$ cat src/rtl/cote_pkg.sv
// Shared types and constants for the cursor opaque extent trimmer.
package cote_pkg;

   localparam int MAX_DIM  = 256;
   localparam int MIN_SIZE = 16;

   localparam int COL_W    = $clog2(MAX_DIM);
   localparam int DIM_W    = COL_W + 1;
   localparam int HEIGHT_W = DIM_W + 1;
   localparam int ARGB_W   = 32;
   localparam int CSR_AW   = 4;
   localparam int CSR_DW   = 32;

   localparam int ALIGN_STEP = 16;

   localparam logic [COL_W-1:0]  START_EXTENT = COL_W'(MIN_SIZE - 1);
   localparam logic [DIM_W-1:0]  ALIGN_ADD    = DIM_W'(ALIGN_STEP);
   localparam logic [DIM_W-1:0]  ALIGN_MASK   = ~DIM_W'(ALIGN_STEP - 1);

   localparam logic [ARGB_W-1:0] ALPHA_MASK = 32'hFF00_0000;
   localparam logic [ARGB_W-1:0] RGB_MASK   = 32'h00FF_FFFF;

   typedef enum logic [1:0] {
      CURSOR_MONO   = 2'd0,
      CURSOR_COLOR  = 2'd1,
      CURSOR_MASKED = 2'd2
   } cursor_kind_type;

   typedef enum logic [1:0] {
      CSR_CURSOR_TYPE  = 2'd0,
      CSR_SHAPE_WIDTH  = 2'd1,
      CSR_SHAPE_HEIGHT = 2'd2
   } csr_index_type;

   localparam logic [1:0]       RESET_CURSOR_TYPE = CURSOR_COLOR;
   localparam logic [DIM_W-1:0] RESET_SHAPE_DIM   = DIM_W'(32);

   typedef struct packed {
      logic [1:0]       cursor_type;
      logic [DIM_W-1:0] shape_width;
      logic [DIM_W-1:0] shape_height;
   } cfg_type;

endpackage

$ cat src/rtl/cote_if.sv
// Request and result channel interfaces.
interface cote_req_if import cote_pkg::*; ();
   logic              valid;
   logic              ready;
   logic [COL_W-1:0]  pixel_col;
   logic [COL_W-1:0]  pixel_row;
   logic              and_bit;
   logic              xor_bit;
   logic [ARGB_W-1:0] argb_word;
   logic              last_pixel;

   modport source (output valid, pixel_col, pixel_row, and_bit, xor_bit, argb_word,
                   last_pixel, input ready);
   modport sink (input valid, pixel_col, pixel_row, and_bit, xor_bit, argb_word,
                 last_pixel, output ready);
endinterface

interface cote_rsp_if import cote_pkg::*; ();
   logic                valid;
   logic                ready;
   logic [DIM_W-1:0]    new_width;
   logic [HEIGHT_W-1:0] new_height;
   logic                height_changed;

   modport source (output valid, new_width, new_height, height_changed, input ready);
   modport sink (input valid, new_width, new_height, height_changed, output ready);
endinterface

$ cat src/rtl/cote_csr.sv
// Configuration registers behind the APB-style port.
module cote_csr import cote_pkg::*; (
   input  logic              clock,
   input  logic              reset,
   input  logic              csr_psel,
   input  logic              csr_penable,
   input  logic              csr_pwrite,
   input  logic [CSR_AW-1:0] csr_paddr,
   input  logic [CSR_DW-1:0] csr_pwdata,
   output logic [CSR_DW-1:0] csr_prdata,
   output logic              csr_pready,
   output cfg_type           cfg
);

   cfg_type    cfg_ff, cfg_in;
   logic [1:0] index;
   logic       wr_en;

   assign csr_pready = 1'b1;
   assign index      = csr_paddr[CSR_AW-1:2];
   assign wr_en      = csr_psel && csr_penable && csr_pwrite && csr_pready;
   assign cfg        = cfg_ff;

   always_comb begin
      cfg_in = cfg_ff;
      if (wr_en) begin
         case (index)
            CSR_CURSOR_TYPE:  cfg_in.cursor_type  = csr_pwdata[1:0];
            CSR_SHAPE_WIDTH:  cfg_in.shape_width  = csr_pwdata[DIM_W-1:0];
            CSR_SHAPE_HEIGHT: cfg_in.shape_height = csr_pwdata[DIM_W-1:0];
            default: ;
         endcase
      end
   end

   always_comb begin
      case (index)
         CSR_CURSOR_TYPE:  csr_prdata = CSR_DW'(cfg_ff.cursor_type);
         CSR_SHAPE_WIDTH:  csr_prdata = CSR_DW'(cfg_ff.shape_width);
         CSR_SHAPE_HEIGHT: csr_prdata = CSR_DW'(cfg_ff.shape_height);
         default:          csr_prdata = '0;
      endcase
   end

   always_ff @(posedge clock) begin
      if (reset) begin
         cfg_ff.cursor_type  <= RESET_CURSOR_TYPE;
         cfg_ff.shape_width  <= RESET_SHAPE_DIM;
         cfg_ff.shape_height <= RESET_SHAPE_DIM;
      end else begin
         cfg_ff <= cfg_in;
      end
   end

endmodule

$ cat src/rtl/cote_classify.sv
// Opaque/transparent decision for one pixel, including the shape bounds check.
module cote_classify import cote_pkg::*; (
   input  cfg_type           cfg,
   input  logic [COL_W-1:0]  pixel_col,
   input  logic [COL_W-1:0]  pixel_row,
   input  logic              and_bit,
   input  logic              xor_bit,
   input  logic [ARGB_W-1:0] argb_word,
   output logic              opaque
);

   logic       in_shape;
   logic       transparent;
   logic [7:0] alpha;

   assign alpha    = argb_word[31:24];
   // columns and rows are below MAX_DIM by their width
   assign in_shape = ({1'b0, pixel_col} < cfg.shape_width) &&
                     ({1'b0, pixel_row} < cfg.shape_height);

   always_comb begin
      case (cfg.cursor_type)
         CURSOR_MONO:  transparent = and_bit && !xor_bit;
         CURSOR_COLOR: transparent = !alpha[7];
         // masked color; the unused code behaves the same
         default:      transparent = ((argb_word & ALPHA_MASK) != '0) &&
                                     ((argb_word & RGB_MASK) == '0);
      endcase
   end

   assign opaque = in_shape && !transparent;

endmodule

$ cat src/rtl/cursor_opaque_extent_trimmer_unit.sv
// Top level of the cursor opaque extent trimmer.
//
// Usage: the pixels of one cursor shape stream in on the req channel, one
// request per pixel (column, row, AND/XOR mask bits, ARGB word, last flag).
// Opaque pixels inside the shape raise a running max of column and row,
// both starting at MIN_SIZE-1. The request flagged last yields exactly one
// result on the rsp channel: width rounded up to 16 (capped at shape_width),
// height as last opaque row + 1 (capped at shape_height, doubled for
// monochrome) and a height-changed flag. Other requests yield nothing.
// Channels: valid/ready; a request moves when both are high.
// Throughput: one request per cycle while no last pixel waits on a full result register.
// Pipeline: two register stages (input register, then result register); a
//   last pixel's result is written into the result register once that
//   register is free, and is held there until the rsp channel takes it.
// Stall: a waiting result does not block non-last pixels; a second last pixel
//   waits in the input register until the result register is free.
// Reset: clears both stages, sets the running maxima to MIN_SIZE-1 and
//   loads cursor_type=1, shape_width=shape_height=32. Configure only while the block is idle.
module cursor_opaque_extent_trimmer_unit import cote_pkg::*; (
   input  logic              clock,
   input  logic              reset,
   cote_req_if.sink          req,
   cote_rsp_if.source        rsp,
   input  logic              csr_psel,
   input  logic              csr_penable,
   input  logic              csr_pwrite,
   input  logic [CSR_AW-1:0] csr_paddr,
   input  logic [CSR_DW-1:0] csr_pwdata,
   output logic [CSR_DW-1:0] csr_prdata,
   output logic              csr_pready
);

   cfg_type cfg;

   // input register
   logic              s1_valid_ff, s1_valid_in;
   logic [COL_W-1:0]  s1_col_ff, s1_row_ff;
   logic              s1_and_ff, s1_xor_ff, s1_last_ff;
   logic [ARGB_W-1:0] s1_argb_ff;

   // running extent
   logic [COL_W-1:0]  max_col_ff, max_col_in;
   logic [COL_W-1:0]  max_row_ff, max_row_in;

   // result register
   logic                rsp_valid_ff, rsp_valid_in;
   logic [DIM_W-1:0]    rsp_width_ff;
   logic [HEIGHT_W-1:0] rsp_height_ff;
   logic                rsp_changed_ff;

   logic                take_req, advance, out_free, opaque;
   logic [COL_W-1:0]    fin_col, fin_row;
   logic [DIM_W-1:0]    rounded, width, trimmed_h, height_half;
   logic [HEIGHT_W-1:0] height;

   cote_csr u_csr (
      .clock       (clock),
      .reset       (reset),
      .csr_psel    (csr_psel),
      .csr_penable (csr_penable),
      .csr_pwrite  (csr_pwrite),
      .csr_paddr   (csr_paddr),
      .csr_pwdata  (csr_pwdata),
      .csr_prdata  (csr_prdata),
      .csr_pready  (csr_pready),
      .cfg         (cfg)
   );

   cote_classify u_classify (
      .cfg       (cfg),
      .pixel_col (s1_col_ff),
      .pixel_row (s1_row_ff),
      .and_bit   (s1_and_ff),
      .xor_bit   (s1_xor_ff),
      .argb_word (s1_argb_ff),
      .opaque    (opaque)
   );

   // Only a last pixel needs room in the result register.
   assign out_free  = !rsp_valid_ff || rsp.ready;
   assign advance   = s1_valid_ff && (!s1_last_ff || out_free);
   assign req.ready = !s1_valid_ff || advance;
   assign take_req  = req.valid && req.ready;

   // Extent including the pixel in the input register.
   assign fin_col = (opaque && (s1_col_ff > max_col_ff)) ? s1_col_ff : max_col_ff;
   assign fin_row = (opaque && (s1_row_ff > max_row_ff)) ? s1_row_ff : max_row_ff;

   // Width: (col + 1) rounded up to a multiple of 16, kept only if smaller.
   assign rounded = ({1'b0, fin_col} + ALIGN_ADD) & ALIGN_MASK;
   assign width   = (rounded < cfg.shape_width) ? rounded : cfg.shape_width;

   // Height: last opaque row + 1, capped at the original, doubled for mono.
   assign trimmed_h   = {1'b0, fin_row} + DIM_W'(1);
   assign height_half = (trimmed_h < cfg.shape_height) ? trimmed_h : cfg.shape_height;
   assign height      = (cfg.cursor_type == CURSOR_MONO) ? {height_half, 1'b0}
                                                         : {1'b0, height_half};

   always_comb begin
      s1_valid_in = s1_valid_ff;
      if (take_req) begin
         s1_valid_in = 1'b1;
      end else if (advance) begin
         s1_valid_in = 1'b0;
      end

      max_col_in = max_col_ff;
      max_row_in = max_row_ff;
      if (advance) begin
         max_col_in = s1_last_ff ? START_EXTENT : fin_col;
         max_row_in = s1_last_ff ? START_EXTENT : fin_row;
      end

      rsp_valid_in = rsp_valid_ff;
      if (advance && s1_last_ff) begin
         rsp_valid_in = 1'b1;
      end else if (rsp.ready) begin
         rsp_valid_in = 1'b0;
      end
   end

   always_ff @(posedge clock) begin
      if (reset) begin
         s1_valid_ff  <= 1'b0;
         rsp_valid_ff <= 1'b0;
         max_col_ff   <= START_EXTENT;
         max_row_ff   <= START_EXTENT;
      end else begin
         s1_valid_ff  <= s1_valid_in;
         rsp_valid_ff <= rsp_valid_in;
         max_col_ff   <= max_col_in;
         max_row_ff   <= max_row_in;
      end
   end

   always_ff @(posedge clock) begin
      if (take_req) begin
         s1_col_ff  <= req.pixel_col;
         s1_row_ff  <= req.pixel_row;
         s1_and_ff  <= req.and_bit;
         s1_xor_ff  <= req.xor_bit;
         s1_argb_ff <= req.argb_word;
         s1_last_ff <= req.last_pixel;
      end
      if (advance && s1_last_ff) begin
         rsp_width_ff   <= width;
         rsp_height_ff  <= height;
         rsp_changed_ff <= (trimmed_h != cfg.shape_height);
      end
   end

   assign rsp.valid          = rsp_valid_ff;
   assign rsp.new_width      = rsp_width_ff;
   assign rsp.new_height     = rsp_height_ff;
   assign rsp.height_changed = rsp_changed_ff;

endmodule

$ cat src/flat_wrapper.sv
// flat-port wrapper written by rule: the top's interface ports become plain ports
module cursor_opaque_extent_trimmer_unit_flat import cote_pkg::*;
  (clock, reset, csr_psel, csr_penable, csr_pwrite, csr_paddr, csr_pwdata, csr_prdata, csr_pready, req_valid, req_pixel_col, req_pixel_row, req_and_bit, req_xor_bit, req_argb_word, req_last_pixel, req_ready, rsp_valid, rsp_new_width, rsp_new_height, rsp_height_changed, rsp_ready);
  cote_req_if req_i ();
  cote_rsp_if rsp_i ();
  input  logic clock;
  input  logic reset;
  input  logic csr_psel;
  input  logic csr_penable;
  input  logic csr_pwrite;
  input  logic [CSR_AW-1:0] csr_paddr;
  input  logic [CSR_DW-1:0] csr_pwdata;
  output logic [CSR_DW-1:0] csr_prdata;
  output logic csr_pready;
  input wire logic [$bits(req_i.valid)-1:0] req_valid;
  input wire logic [$bits(req_i.pixel_col)-1:0] req_pixel_col;
  input wire logic [$bits(req_i.pixel_row)-1:0] req_pixel_row;
  input wire logic [$bits(req_i.and_bit)-1:0] req_and_bit;
  input wire logic [$bits(req_i.xor_bit)-1:0] req_xor_bit;
  input wire logic [$bits(req_i.argb_word)-1:0] req_argb_word;
  input wire logic [$bits(req_i.last_pixel)-1:0] req_last_pixel;
  output wire logic [$bits(req_i.ready)-1:0] req_ready;
  output wire logic [$bits(rsp_i.valid)-1:0] rsp_valid;
  output wire logic [$bits(rsp_i.new_width)-1:0] rsp_new_width;
  output wire logic [$bits(rsp_i.new_height)-1:0] rsp_new_height;
  output wire logic [$bits(rsp_i.height_changed)-1:0] rsp_height_changed;
  input wire logic [$bits(rsp_i.ready)-1:0] rsp_ready;
  assign req_i.valid = req_valid;
  assign req_i.pixel_col = req_pixel_col;
  assign req_i.pixel_row = req_pixel_row;
  assign req_i.and_bit = req_and_bit;
  assign req_i.xor_bit = req_xor_bit;
  assign req_i.argb_word = req_argb_word;
  assign req_i.last_pixel = req_last_pixel;
  assign req_ready = req_i.ready;
  assign rsp_valid = rsp_i.valid;
  assign rsp_new_width = rsp_i.new_width;
  assign rsp_new_height = rsp_i.new_height;
  assign rsp_height_changed = rsp_i.height_changed;
  assign rsp_i.ready = rsp_ready;
  cursor_opaque_extent_trimmer_unit u_core (.clock(clock), .reset(reset), .req(req_i), .rsp(rsp_i), .csr_psel(csr_psel), .csr_penable(csr_penable), .csr_pwrite(csr_pwrite), .csr_paddr(csr_paddr), .csr_pwdata(csr_pwdata), .csr_prdata(csr_prdata), .csr_pready(csr_pready));
endmodule
$ cat config.mk
export PLATFORM = sky130hd
export DESIGN_NAME = cursor_opaque_extent_trimmer_unit_flat
export DESIGN_NICKNAME = d
export VERILOG_FILES = /design/src/rtl/cote_pkg.sv /design/src/rtl/cote_if.sv /design/src/rtl/cote_csr.sv /design/src/rtl/cote_classify.sv /design/src/rtl/cursor_opaque_extent_trimmer_unit.sv /design/src/flat_wrapper.sv
export SDC_FILE = /design/constraint.sdc
export NUM_CORES = 1
export LEC_CHECK = 0
export BUFFER_PORTS_ARGS = -buffer_cell sky130_fd_sc_hd__buf_2
export CORE_MARGIN = 10
export CORE_UTILIZATION = 46
export DETAILED_ROUTE_END_ITERATION = 10
export PLACE_DENSITY = 0.73
export SLEW_MARGIN = 20
export SYNTH_ARGS = -nofsm -noshare
export SYNTH_HDL_FRONTEND = slang
export SYNTH_SLANG_ARGS = --single-unit
$ cat constraint.sdc
create_clock -name clock -period 5.15 [get_ports clock]
set_clock_uncertainty 0.2 [all_clocks]
set_input_delay 1.545 -clock clock [delete_from_list [all_inputs] [get_ports clock]]
set_output_delay 1.545 -clock clock [all_outputs]
set_load 0.05 [all_outputs]
; ---- After elaboration in Yosys (flattened, before gate mapping)
; Cells that the tools add are included.
[totals]
ff_bits = 109
output_inout_bits = 55
in_bits = 94
[classes]
magnitude_cmp = 6
n_reduce_logical = 29
addsub = 2
mux = 13
eq_ne = 4
[op_table]
columns = cell, count
row1 = 32-bit zero test, 1
row2 = 8-bit two-way mux, 4
row3 = 32-bit nonzero test, 1
row4 = 9-bit two-way mux, 3
row5 = 9-bit case mux with 3 select lines, 1
row6 = 8-bit by 9-bit less-than comparator with 1-bit output, 2
row7 = 9-bit less-than comparator, 2
row8 = 8-bit greater-than comparator, 2
row9 = 1-bit logical AND, 11
row10 = "8-bit by 1-bit adder with 9-bit output, second input constant", 1
row11 = "8-bit by 5-bit adder with 9-bit output, second input constant", 1
row12 = 9-bit inequality test, 1
row13 = 1-bit zero test, 6
row14 = 2-bit AND reduction, 3
row15 = "2-bit by 1-bit equality test with 1-bit output, second input constant", 2
row16 = 2-bit zero test, 2
row17 = 1-bit two-way mux, 4
row18 = 2-bit nonzero test, 2
row19 = 1-bit logical OR, 3
row20 = "2-bit equality test, second input constant", 1
row21 = 1-bit case mux with 2 select lines, 1

; ---- Depth between registers and ports, before layout
; Gate-level depths: netlist of the first run.
[depth]
word_depth = 11
mapped_depth = 24
depth_no_buf = 21

; ---- By module
; Synthesis of the first run repeated with hierarchy kept, for this count alone.
[unflattened]
hier_cells = 551
area_unflattened_um2 = 6009.5
[by_module_without_submodules]
columns = module, instances, cells_each, seq_area_each_um2, area_each_um2
row1 = cursor_opaque_extent_trimmer_unit, 1, 363, 2492.4, 4399.2
row2 = cote_csr, 1, 122, 400.4, 1138.6
row3 = cote_classify, 1, 66, 0.0, 471.7

; ---- Worst setup path before layout of the first run
; Ideal clock, no wire load.
[synth_path]
kind = in2reg
from = in rsp_ready
to = reg u_core.s1_and_ff, enable pin
setup_time_ps = 490
setup_slack_ps = 237
path_stages = 2
arrival_ps = 4223
path_cell_list = nor2b_1 > a31oi_1
[synth_via]
elab_chain_len = 5
[synth_lines]
columns = element, line
row1 = from (decl), flat_wrapper.sv:27  ; input wire logic [$bits(rsp_i.ready)-1:0] rsp_ready;
row2 = 1-bit logical OR, cursor_opaque_extent_trimmer_unit.sv:80  ; assign out_free = !rsp_valid_ff || rsp.ready;
row3 = 1-bit logical OR, cursor_opaque_extent_trimmer_unit.sv:81  ; assign advance = s1_valid_ff && (!s1_last_ff || out_free);
row4 = 1-bit logical AND, cursor_opaque_extent_trimmer_unit.sv:81
row5 = 1-bit logical OR, cursor_opaque_extent_trimmer_unit.sv:82  ; assign req.ready = !s1_valid_ff || advance;
row6 = 1-bit logical AND, cursor_opaque_extent_trimmer_unit.sv:83  ; assign take_req = req.valid && req.ready;
row7 = to (signal assigned), cursor_opaque_extent_trimmer_unit.sv:140  ; s1_and_ff <= req.and_bit;
row8 = to (decl), cursor_opaque_extent_trimmer_unit.sv:38  ; logic s1_and_ff, s1_xor_ff, s1_last_ff;
; No other way between the ends.
; A chain may end at the register's enable or synchronous reset.

; ---- Final worst setup path of the first run
[layout_path]
from = reg u_core.s1_row_ff[2]
to = reg u_core.rsp_height_ff[8], in the netlist u_core.rsp.new_height[8] (data pin)
[layout_via]
elab_chain_len = 9
[layout_lines]
columns = element, line
row1 = from (decl), cursor_opaque_extent_trimmer_unit.sv:37  ; logic [COL_W-1:0] s1_col_ff, s1_row_ff;
row2 = from (signal assigned), cursor_opaque_extent_trimmer_unit.sv:139  ; s1_row_ff <= req.pixel_row;
row3 = 8-bit by 9-bit less-than comparator with 1-bit output, cote_classify.sv:19  ; ({1'b0, pixel_row} < cfg.shape_height);
row4 = 1-bit logical AND, cote_classify.sv:18  ; assign in_shape = ({1'b0, pixel_col} < cfg.shape_width) &&
row5 = 1-bit logical AND, cote_classify.sv:31  ; assign opaque = in_shape && !transparent;
row6 = 1-bit logical AND, cursor_opaque_extent_trimmer_unit.sv:87  ; assign fin_row = (opaque && (s1_row_ff > max_row_ff)) ? s1_row_ff : max_row_ff;
row7 = 8-bit two-way mux (*), cursor_opaque_extent_trimmer_unit.sv:87
row8 = 8-bit by 1-bit adder with 9-bit output (*), cursor_opaque_extent_trimmer_unit.sv:94  ; assign trimmed_h = {1'b0, fin_row} + DIM_W'(1);
row9 = 9-bit less-than comparator, cursor_opaque_extent_trimmer_unit.sv:95  ; assign height_half = (trimmed_h < cfg.shape_height) ? trimmed_h : cfg.shape_height;
row10 = 9-bit two-way mux (*), cursor_opaque_extent_trimmer_unit.sv:95
row11 = 9-bit two-way mux (*), cursor_opaque_extent_trimmer_unit.sv:96  ; assign height = (cfg.cursor_type == CURSOR_MONO) ? {height_half, 1'b0}
row12 = net u_core.height[8], cursor_opaque_extent_trimmer_unit.sv:54  ; logic [HEIGHT_W-1:0] height;
row13 = to (signal assigned), cursor_opaque_extent_trimmer_unit.sv:147  ; rsp_height_ff <= height;
row14 = to (decl), cursor_opaque_extent_trimmer_unit.sv:48  ; logic [HEIGHT_W-1:0] rsp_height_ff;
; The timed path passes the listed nets; every way through them passes the cells marked *.

==> results of run 1 <==
stage by stage:
| step | cells | utilization |
|---|---|---|
| 3_5_place_dp | 863 | 0.536 |
| 5_1_grt | 881 | 0.567 |
| 4_1_cts | 879 | 0.561 |
| 2_1_floorplan | 601 | - |
| 6_report | 881 | 0.567 |
| 3_3_place_gp | 863 | 0.536 |
power groups by stage:
stage	clock network (mW)	registers [mW]	logic (mW)
global route	0.803	0.990	0.341
CTS	0.768	0.987	0.300
detailed placement	0	1.01	0.300
floorplan	0	1.02	0.200
global placement	0	1.01	0.290
finish	0.755	0.987	0.311
worst max-delay path: stages, from the launching register on:
cell and delay, ns:
sky130_fd_sc_hd__edfxtp_1 0.53, sky130_fd_sc_hd__ha_1 0.37, sky130_fd_sc_hd__and4b_1 0.23, sky130_fd_sc_hd__a211oi_2 0.32
sky130_fd_sc_hd__o22ai_2 0.17, sky130_fd_sc_hd__and3_2 0.27, sky130_fd_sc_hd__nand3_1 0.11, sky130_fd_sc_hd__nand2_1 0.08
sky130_fd_sc_hd__ha_2 0.23, sky130_fd_sc_hd__nand3_1 0.10, sky130_fd_sc_hd__xor2_1 0.14, sky130_fd_sc_hd__nand3_1 0.11
sky130_fd_sc_hd__and2_1 0.16, sky130_fd_sc_hd__ha_1 0.19, sky130_fd_sc_hd__a2111oi_0 0.43, sky130_fd_sc_hd__a211o_1 0.23
sky130_fd_sc_hd__nand2_2 0.11, sky130_fd_sc_hd__buf_4 0.20, sky130_fd_sc_hd__nand2_1 0.08, sky130_fd_sc_hd__o31ai_2 0.07
sky130_fd_sc_hd__a22o_1 0.24
what timing repair did:
| action | CTS | global route |
|---|---|---|
| setup buffers | 0 | 1 |
| setup endpoints to repair | 0 | 10 |
| resized for setup | 0 | 8 |
sequential cells by signal, indices dropped and copies added, names as in the netlist:
register	flops
u_core.rsp.height_changed	1
u_core.rsp.valid	1
u_core.s1_last_ff	1
u_core.s1_valid_ff	1
u_core.s1_argb_ff	32
u_core.rsp.new_height	10
u_core.max_row_ff	8
u_core.s1_col_ff	8
u_core.s1_row_ff	8
u_core.rsp.new_width	9
u_core.s1_xor_ff	1
u_core.s1_and_ff	1
u_core.max_col_ff	8
u_core.u_csr.cfg	20
cells by family after synthesis:
logic type,Yosys count
simple gates,191
compound gates,119
flops,109
buf+inv,79
fa+ha+maj,46
mux,20
xor+xnor,13
other cells,2
area by class of cell:
cell class                      instances  area (sq um)
Clock buffer                           10           229
Clock inverter                          6          93.8
Fill cell                            1094          5510
Inverter                               36           135
Multi-Input combinational cell        413          2860
Sequential cell                       109          2890
Tap cell                              172           215
Timing Repair Buffer                  135           786
Yosys cell counts, types with 8 or more instances:
master and n:
sky130_fd_sc_hd__buf_4 25, sky130_fd_sc_hd__dfxtp_1 38, sky130_fd_sc_hd__edfxtp_1 71, sky130_fd_sc_hd__nand2_1 47
sky130_fd_sc_hd__o21ai_0 19, sky130_fd_sc_hd__nor2_1 35, sky130_fd_sc_hd__clkbuf_1 15, sky130_fd_sc_hd__a21oi_1 43
sky130_fd_sc_hd__inv_1 36, sky130_fd_sc_hd__nand3_1 33, sky130_fd_sc_hd__a22o_1 8, sky130_fd_sc_hd__nand4_1 8
sky130_fd_sc_hd__ha_1 46, sky130_fd_sc_hd__and2_1 9, sky130_fd_sc_hd__mux2i_1 18, sky130_fd_sc_hd__xnor2_1 10
layer usage:
metal  vias up  wire, um
met5         -         0
met3        26      1580
met4         0       350
met2       231      6480
li1       2316         -
met1      2234      6770
final timing paths:
kind | from | to | slack (ns) | depth (start not counted)
hold reg to reg | u_core.max_col_ff[5] | u_core.max_col_ff[5] | 0.28 | 2
hold / removal | u_core.max_col_ff[5] | u_core.max_col_ff[5] | 0.28 | 2
setup reg to reg | u_core.s1_row_ff[2] | u_core.rsp.new_height[8] | 0.30 | 20
setup / recovery | u_core.s1_row_ff[2] | u_core.rsp.new_height[8] | 0.30 | 20
==> reports/metrics.sh, run 1 <==
DESIGN.PORTCOUNT=149
MAX_SLEW_MARGIN=0.539
SYNTH.AREA.MUX_SHARE=0.0337
PIN_COUNT_OF_THE_BIGGEST_NET_ENTERING_GLOBAL_ROUTING=35
SYNTHESIS.INSTANCES=579
SYNTH_COMPOUND_GATE_AREA_SHARE=0.127
CELLLEAKAGEPOWER_nW=2.94
GR-MAX-USAGE-LAYER='met2'
SYNTH.AREA.TOP_CELLS='sky130_fd_sc_hd__edfxtp_1, sky130_fd_sc_hd__dfxtp_1, sky130_fd_sc_hd__ha_1'
MAPPEDNETLISTAREA_SQ_UM=6010
SEQUENTIAL_FRACTION_OF_THE_SYNTHESIS_AREA=0.481
ACHIEVABLE-FREQUENCY_GHz=0.206
HOLDWS_NS=0.284
TOTAL_POWER_mW=2.05
ANTENNADIODECOUNT=0
LAYOUT_SETUP_WS_NS=0.304
CLK_ROOT_BUFFER_CELL='sky130_fd_sc_hd__clkbuf_16'
HPWL_AFTER_DETAILED_PLACEMENT_MM=11.9
GRT_OVERFLOW=0
P_SEQ_FRAC=0.481
CLOCK_INSERTION_DELAY_WORST_SKEW_NS=0.35
NUMBER_OF_ANTENNA_VIOLATIONS_AT_THE_FIRST_CHECK_IN_GLOBAL_ROUTING=0
PATH_CLASS='register to register'
EDFF_COUNT_SYNTH=71
GP_CONGESTION=0.931
PLACE_WS_NS=0.123
PLACED_AREA_SQ_UM=6820
CRIT_ARRIVAL_NS=4.75
CTS-HTREE-LEVELS=3
SYNTH.LIB_CELLS_USED.DISTINCT=66
IR_WORST_VDD_V=0.000245
USE_MET1=0.220
DIE_HEIGHT_UM=134
POWER.DENSITY_nW_PER_UM2=285
DESIGN.DIE.AREA_SQ_UM=18000
P_SW_uW=543
SYNTH_ADDER_AREA_SHARE=0.0958
SYNTH_FF_TYPE='sky130_fd_sc_hd__edfxtp_1'
TNS_NS=0
VIAS_PER_CELL=5.46
YOSYS_REGISTER_BITS=109
MAXCAPVIOLATIONS=0
LAYOUT-DRIVE-GT1-SHARE=0.251
DRCVIOLATIONCOUNT=0
SYNTHESIS.AREA_PER_INSTANCE_SQ_UM=10.4
MIN_PERIOD_OVER_PERIOD=0.941
TRITONCTS.NUM_BUFFERS=9
INTPOWER_mW=1.51
P_CLK_FRAC=0.368
HOLDBUFCOUNTCTS=0
ROWS=41
POST-SYNTH-TOP-AREA-CELL='sky130_fd_sc_hd__edfxtp_1'
CLOCK_PATH_BUFFERS=2
MET2_USAGE=0.250
CP_DATA_REQUIRED_TIME_NS=5.06
FINAL_CELL_AREA_SQ_UM=7210
DIE_W_UM=134
HOLD_PATH.CLASS='register to register'
DRTPASS1ITERATIONS=5
SETUP.WORST_PATH.END_CLASS='register'
VIAS=4807
COREAREA_SQ_UM=12700
TIMING.FINAL.SETUP_VIOLATIONS=0
AVGROUTEDWIREPERCELL_UM=17.2
GLOBAL_ROUTING_MET3_RESOURCE_UTILIZATION=0.0545
WORST_SETUP_START_KIND='register'
NETS=844
POWER_FRAC_COMB=0.151
SYNTHARSTFLOPSHARE=0
HOLD_VIOLATIONS=0
ANTENNA_LEFT=0
POST_SYNTH_XOR_AREA_FRACTION=0.0190
TRITONCTS='done'
YOSYSWARNINGCOUNT=0
DRT_WL_TOTAL_MM=15.2
SYNTH_TOP_FAMILY_BY_AREA='simple AND/OR/NAND/NOR gates'
CLK_TRANSITION_REPORTED_PATHS_NS=0.07
NUMBER_OF_BUFFERS_INSERTED_BY_PORT_BUFFERING=99
PINS_OVER_THEIR_SLEW_LIMIT=0
AREA_GROWTH_SYN_TO_LAYOUT_PCT=20.0
POST_LAYOUT_MIN_PERIOD_NS=4.85
SYNTH.TOP_CELL.AREA_SHARE=0.355
P_SW_FRAC=0.265
SYNTH-SIMPLE-AREA-SHARE=0.177
INITIAL_CORE_UTIL=0.472
CRITICAL_PATH.MAX_FANOUT=10
WORST_SLEW_PIN_SLEW_NS=0.690
VIA_COUNT_OF_THE_FIRST_GLOBAL_ROUTING_PASS=4779
DRTITER0DRC=313
LAYOUT.CELLS.MOST_COMMON_LIST='sky130_fd_sc_hd__buf_2, sky130_fd_sc_hd__edfxtp_1, sky130_fd_sc_hd__nand2_1'
STATUS='finished clean'
CLOCK_SINKS=109
GRT_USAGE=0.167
GRT_FIRST_PASS_WIRELENGTH_MM=24.5
LAYOUT_COMMONEST_CELL='sky130_fd_sc_hd__buf_2'
Note: power is estimated with default switching activity, not from simulation.
==> run 2: changes to the inputs <==
Settings changed: CORE_ASPECT_RATIO set to 0.7, GPL_TIMING_DRIVEN set to 0.
==> reports/metrics.sh, run 2 (same netlist as run 1, synthesis figures left out) <==
STATUS='finished clean'  # unchanged
PIN_COUNT_OF_THE_BIGGEST_NET_ENTERING_GLOBAL_ROUTING=26  # was 35
CRIT_ARRIVAL_NS=4.77  # was 4.75 ns
LAYOUT-DRIVE-GT1-SHARE=0.270  # was 0.251
TRITONCTS='done'  # unchanged
DRCVIOLATIONCOUNT=0  # unchanged
ANTENNA_LEFT=0  # unchanged
CTS-HTREE-LEVELS=3  # unchanged
COREAREA_SQ_UM=12600  # was 12,700 sq um
LAYOUT.CELLS.MOST_COMMON_LIST='sky130_fd_sc_hd__buf_2, sky130_fd_sc_hd__edfxtp_1, sky130_fd_sc_hd__nand2_1, sky130_fd_sc_hd__ha_1, sky130_fd_sc_hd__buf_4'  # was sky130_fd_sc_hd__buf_2, sky130_fd_sc_hd__edfxtp_1, sky130_fd_sc_hd__nand2_1
CLOCK_SINKS=109  # unchanged
WORST_SLEW_PIN_SLEW_NS=0.957  # was 0.690 ns
VIA_COUNT_OF_THE_FIRST_GLOBAL_ROUTING_PASS=4804  # was 4,779
DRTPASS1ITERATIONS=5  # unchanged
POWER.DENSITY_nW_PER_UM2=281  # was 285 nW/um^2
NUMBER_OF_BUFFERS_INSERTED_BY_PORT_BUFFERING=97  # was 99
CLK_TRANSITION_REPORTED_PATHS_NS=0.08  # was 0.07 ns
CLOCK_INSERTION_DELAY_WORST_SKEW_NS=0.36  # was 0.35 ns
RSZ0062_AT_GRT='false'
NUMBER_OF_ANTENNA_VIOLATIONS_AT_THE_FIRST_CHECK_IN_GLOBAL_ROUTING=0  # unchanged
DRT_WL_TOTAL_MM=15.9  # was 15.2 mm
NETS=867  # was 844
TIMING.FINAL.SETUP_VIOLATIONS=0  # unchanged
HOLD_PATH.CLASS='register to register'  # unchanged
VIAS=4852  # was 4,807
DESIGN.PORTCOUNT=149  # unchanged
CELLLEAKAGEPOWER_nW=3.04  # was 2.94 nW
GRT_OVERFLOW=0  # unchanged
AREA_GROWTH_SYN_TO_LAYOUT_PCT=23.7  # was 20.0%
MAXCAPVIOLATIONS=0  # unchanged
SETUP.WORST_PATH.END_CLASS='register'  # unchanged
DIE_HEIGHT_UM=116  # was 134 um
P_CLK_FRAC=0.363  # was 0.368
AVGROUTEDWIREPERCELL_UM=17.8  # was 17.2 um
P_SW_FRAC=0.284  # was 0.265
LAYOUT_COMMONEST_CELL='sky130_fd_sc_hd__buf_2'  # unchanged
MAX_STAGE_DELAY_NS=0.46  # was 0.53 ns
CLOCK_PATH_BUFFERS=2  # unchanged
HOLD_VIOLATIONS=0  # unchanged
P_SEQ_FRAC=0.473  # was 0.481
PATH_CLASS='register to register'  # unchanged
POST_LAYOUT_UTILIZATION_OF_THE_CORE=0.590  # was 0.567
MIN_PERIOD_OVER_PERIOD=0.943  # was 0.941
FINAL-SEQ-AREA_SQ_UM=2890  # about the same
ROWS=34  # was 41
GP_CONGESTION=0.906  # was 0.931
CPMAXSTAGEDELAYCELL='sky130_fd_sc_hd__edfxtp_1'  # unchanged
PATH_DELAY_FAMILY='compound AO/OA/AOI/OAI gates'  # unchanged
DRTITER0DRC=326  # was 313
CP_DATA_REQUIRED_TIME_NS=5.06  # about the same
LARGEST_REGISTER_FF_COUNT=32  # unchanged
CLK_ROOT_BUFFER_CELL='sky130_fd_sc_hd__clkbuf_16'  # unchanged
INTPOWER_mW=1.50  # was 1.51 mW
INITIAL_CORE_UTIL=0.477  # was 0.472
ANTENNADIODECOUNT=0  # unchanged
DIE_W_UM=157  # was 134 um
VIAS_PER_CELL=5.43  # was 5.46
AREA_OF_THE_MULTI_INPUT_GATES_SQ_UM=2930  # was 2860 sq um
R2R_SLACK_NS=0.29  # was 0.30 ns
DESIGN.DIE.AREA_SQ_UM=18100  # was 18,000 sq um
CRITICAL_PATH.MAX_FANOUT=10  # unchanged
P_SW_uW=595  # was 543 uW
NFILLCELLS=1099  # was 1,094
HPWL_AFTER_DETAILED_PLACEMENT_MM=12.7  # was 11.9 mm
POWER_FRAC_COMB=0.163  # was 0.151
POST_LAYOUT_MIN_PERIOD_NS=4.86  # was 4.85 ns
WORST_SETUP_START_KIND='register'  # unchanged
IR_WORST_VDD_V=0.000255  # was 0.000245 V
HOLDBUFCOUNTCTS=0  # unchanged
TNS_NS=0  # unchanged
MAX_SLEW_MARGIN=0.361  # was 0.539
CRIT_CHAIN='ha_1 -> and4b_4 -> a22oi_2 -> nor4b_4 -> and3_1 -> buf_4 -> nand3_1 -> o21ai_2 -> ha_4 -> nand3_1 -> xnor2_1 -> o21ai_1 -> and2_1 -> ha_1 -> a2111oi_4 -> a211o_1 -> nand2_2 -> buf_4 -> nand2_1 -> o31ai_2 -> a22o_1'  # was ha_1 -> and4b_1 -> a211oi_2 -> o22ai_2 -> and3_2 -> nand3_1 -> nand2_1 -> ha_2 -> nand3_1 -> xor2_1 -> nand3_1 -> and2_1 -> ha_1 -> a2111oi_0 -> a211o_1 -> nand2_2 -> buf_4 -> nand2_1 -> o31ai_2 -> a22o_1
ACHIEVABLE-FREQUENCY_GHz=0.206  # about the same
TOTAL_POWER_mW=2.09  # was 2.05 mW
GRT_FIRST_PASS_WIRELENGTH_MM=25.0  # was 24.5 mm
TRITONCTS.NUM_BUFFERS=9  # unchanged
GRT_USAGE=0.173  # was 0.167
PINS_OVER_THEIR_SLEW_LIMIT=0  # unchanged
TIMING.CRITICAL_PATH.BUF_INV=2  # was 1
HOLDWS_NS=0.290  # was 0.284 ns
REGMOSTFLOPS='u_core.s1_argb_ff'  # unchanged
## run 2: cell types whose count changed in the layout (fill, tap and decap cells not counted), moves of 2 or more
cell and delta:
sky130_fd_sc_hd__a2111oi_4 +2, sky130_fd_sc_hd__buf_4 +8, sky130_fd_sc_hd__clkbuf_1 +10, sky130_fd_sc_hd__inv_8 +3
## run 2: path summary, 6_finish.rpt
check                                           from                  endpoint  depth (start not counted)
worst max-delay path             u_core.s1_col_ff[7]  u_core.rsp.new_height[8]                         21
worst min-delay path            u_core.max_col_ff[4]      u_core.max_col_ff[4]                          2
worst max register to register   u_core.s1_col_ff[7]  u_core.rsp.new_height[8]                         21
worst min register to register  u_core.max_col_ff[4]      u_core.max_col_ff[4]                          2
## run 2: repair_timing
action                     4_1_cts  5_1_grt
gates resized for setup         10       18
pin swaps                        0        4
setup endpoints to repair       10       10
setup buffers                    6       11
## run 2: worst register-to-register path: cells and delay by family (launching register included)
family | cells | cell delay (ns)
adder cells (fa/ha/maj) | 3 | 0.83
AND/OR/NAND/NOR | 8 | 1.29
flip-flops | 1 | 0.46
XOR/XNOR | 1 | 0.13
buffers and inverters | 2 | 0.39
AO/OA/AOI/OAI | 7 | 1.30
## run 2: per-stage QoR
| stage | worst slack, ns | area, sq um | cells |
|---|---|---|---|
| global placement | -0.584 | 6780 | 860 |
| floorplan | 0.237 | 6090 | 601 |
| global route | 0.0336 | 7430 | 894 |
| finish | 0.294 | 7430 | 894 |
| detailed placement | -0.787 | 6860 | 863 |
| CTS | 0.0548 | 7260 | 884 |
## run 2: power groups by stage
stage,Clock (mW),Sequential (mW),Combinational (mW)
finish,0.760,0.990,0.341
global route,0.810,0.994,0.370
CTS,0.770,0.990,0.315
detailed placement,0,1.01,0.303
global placement,0,1.01,0.286
floorplan,0,1.02,0.200
## run 2: layout make-up
cell class / instances / share of cell area
Multi-Input combinational cell: 413 / 0.395
Sequential cell: 109 / 0.389
Timing Repair Buffer: 117 / 0.0914
Buffer: 41 / 0.0347
Clock buffer: 9 / 0.0303
Tap cell: 162 / 0.0273
Inverter: 36 / 0.0182
Clock inverter: 7 / 0.0141
## run 2: metal layers
layer,GRT usage,routed length (um),vias up
met4,0.0376,108,0
met1,0.240,7570,2266
met3,0.0666,1800,9
li1,-,-,2360
met5,0,0,-
met2,0.251,6430,217
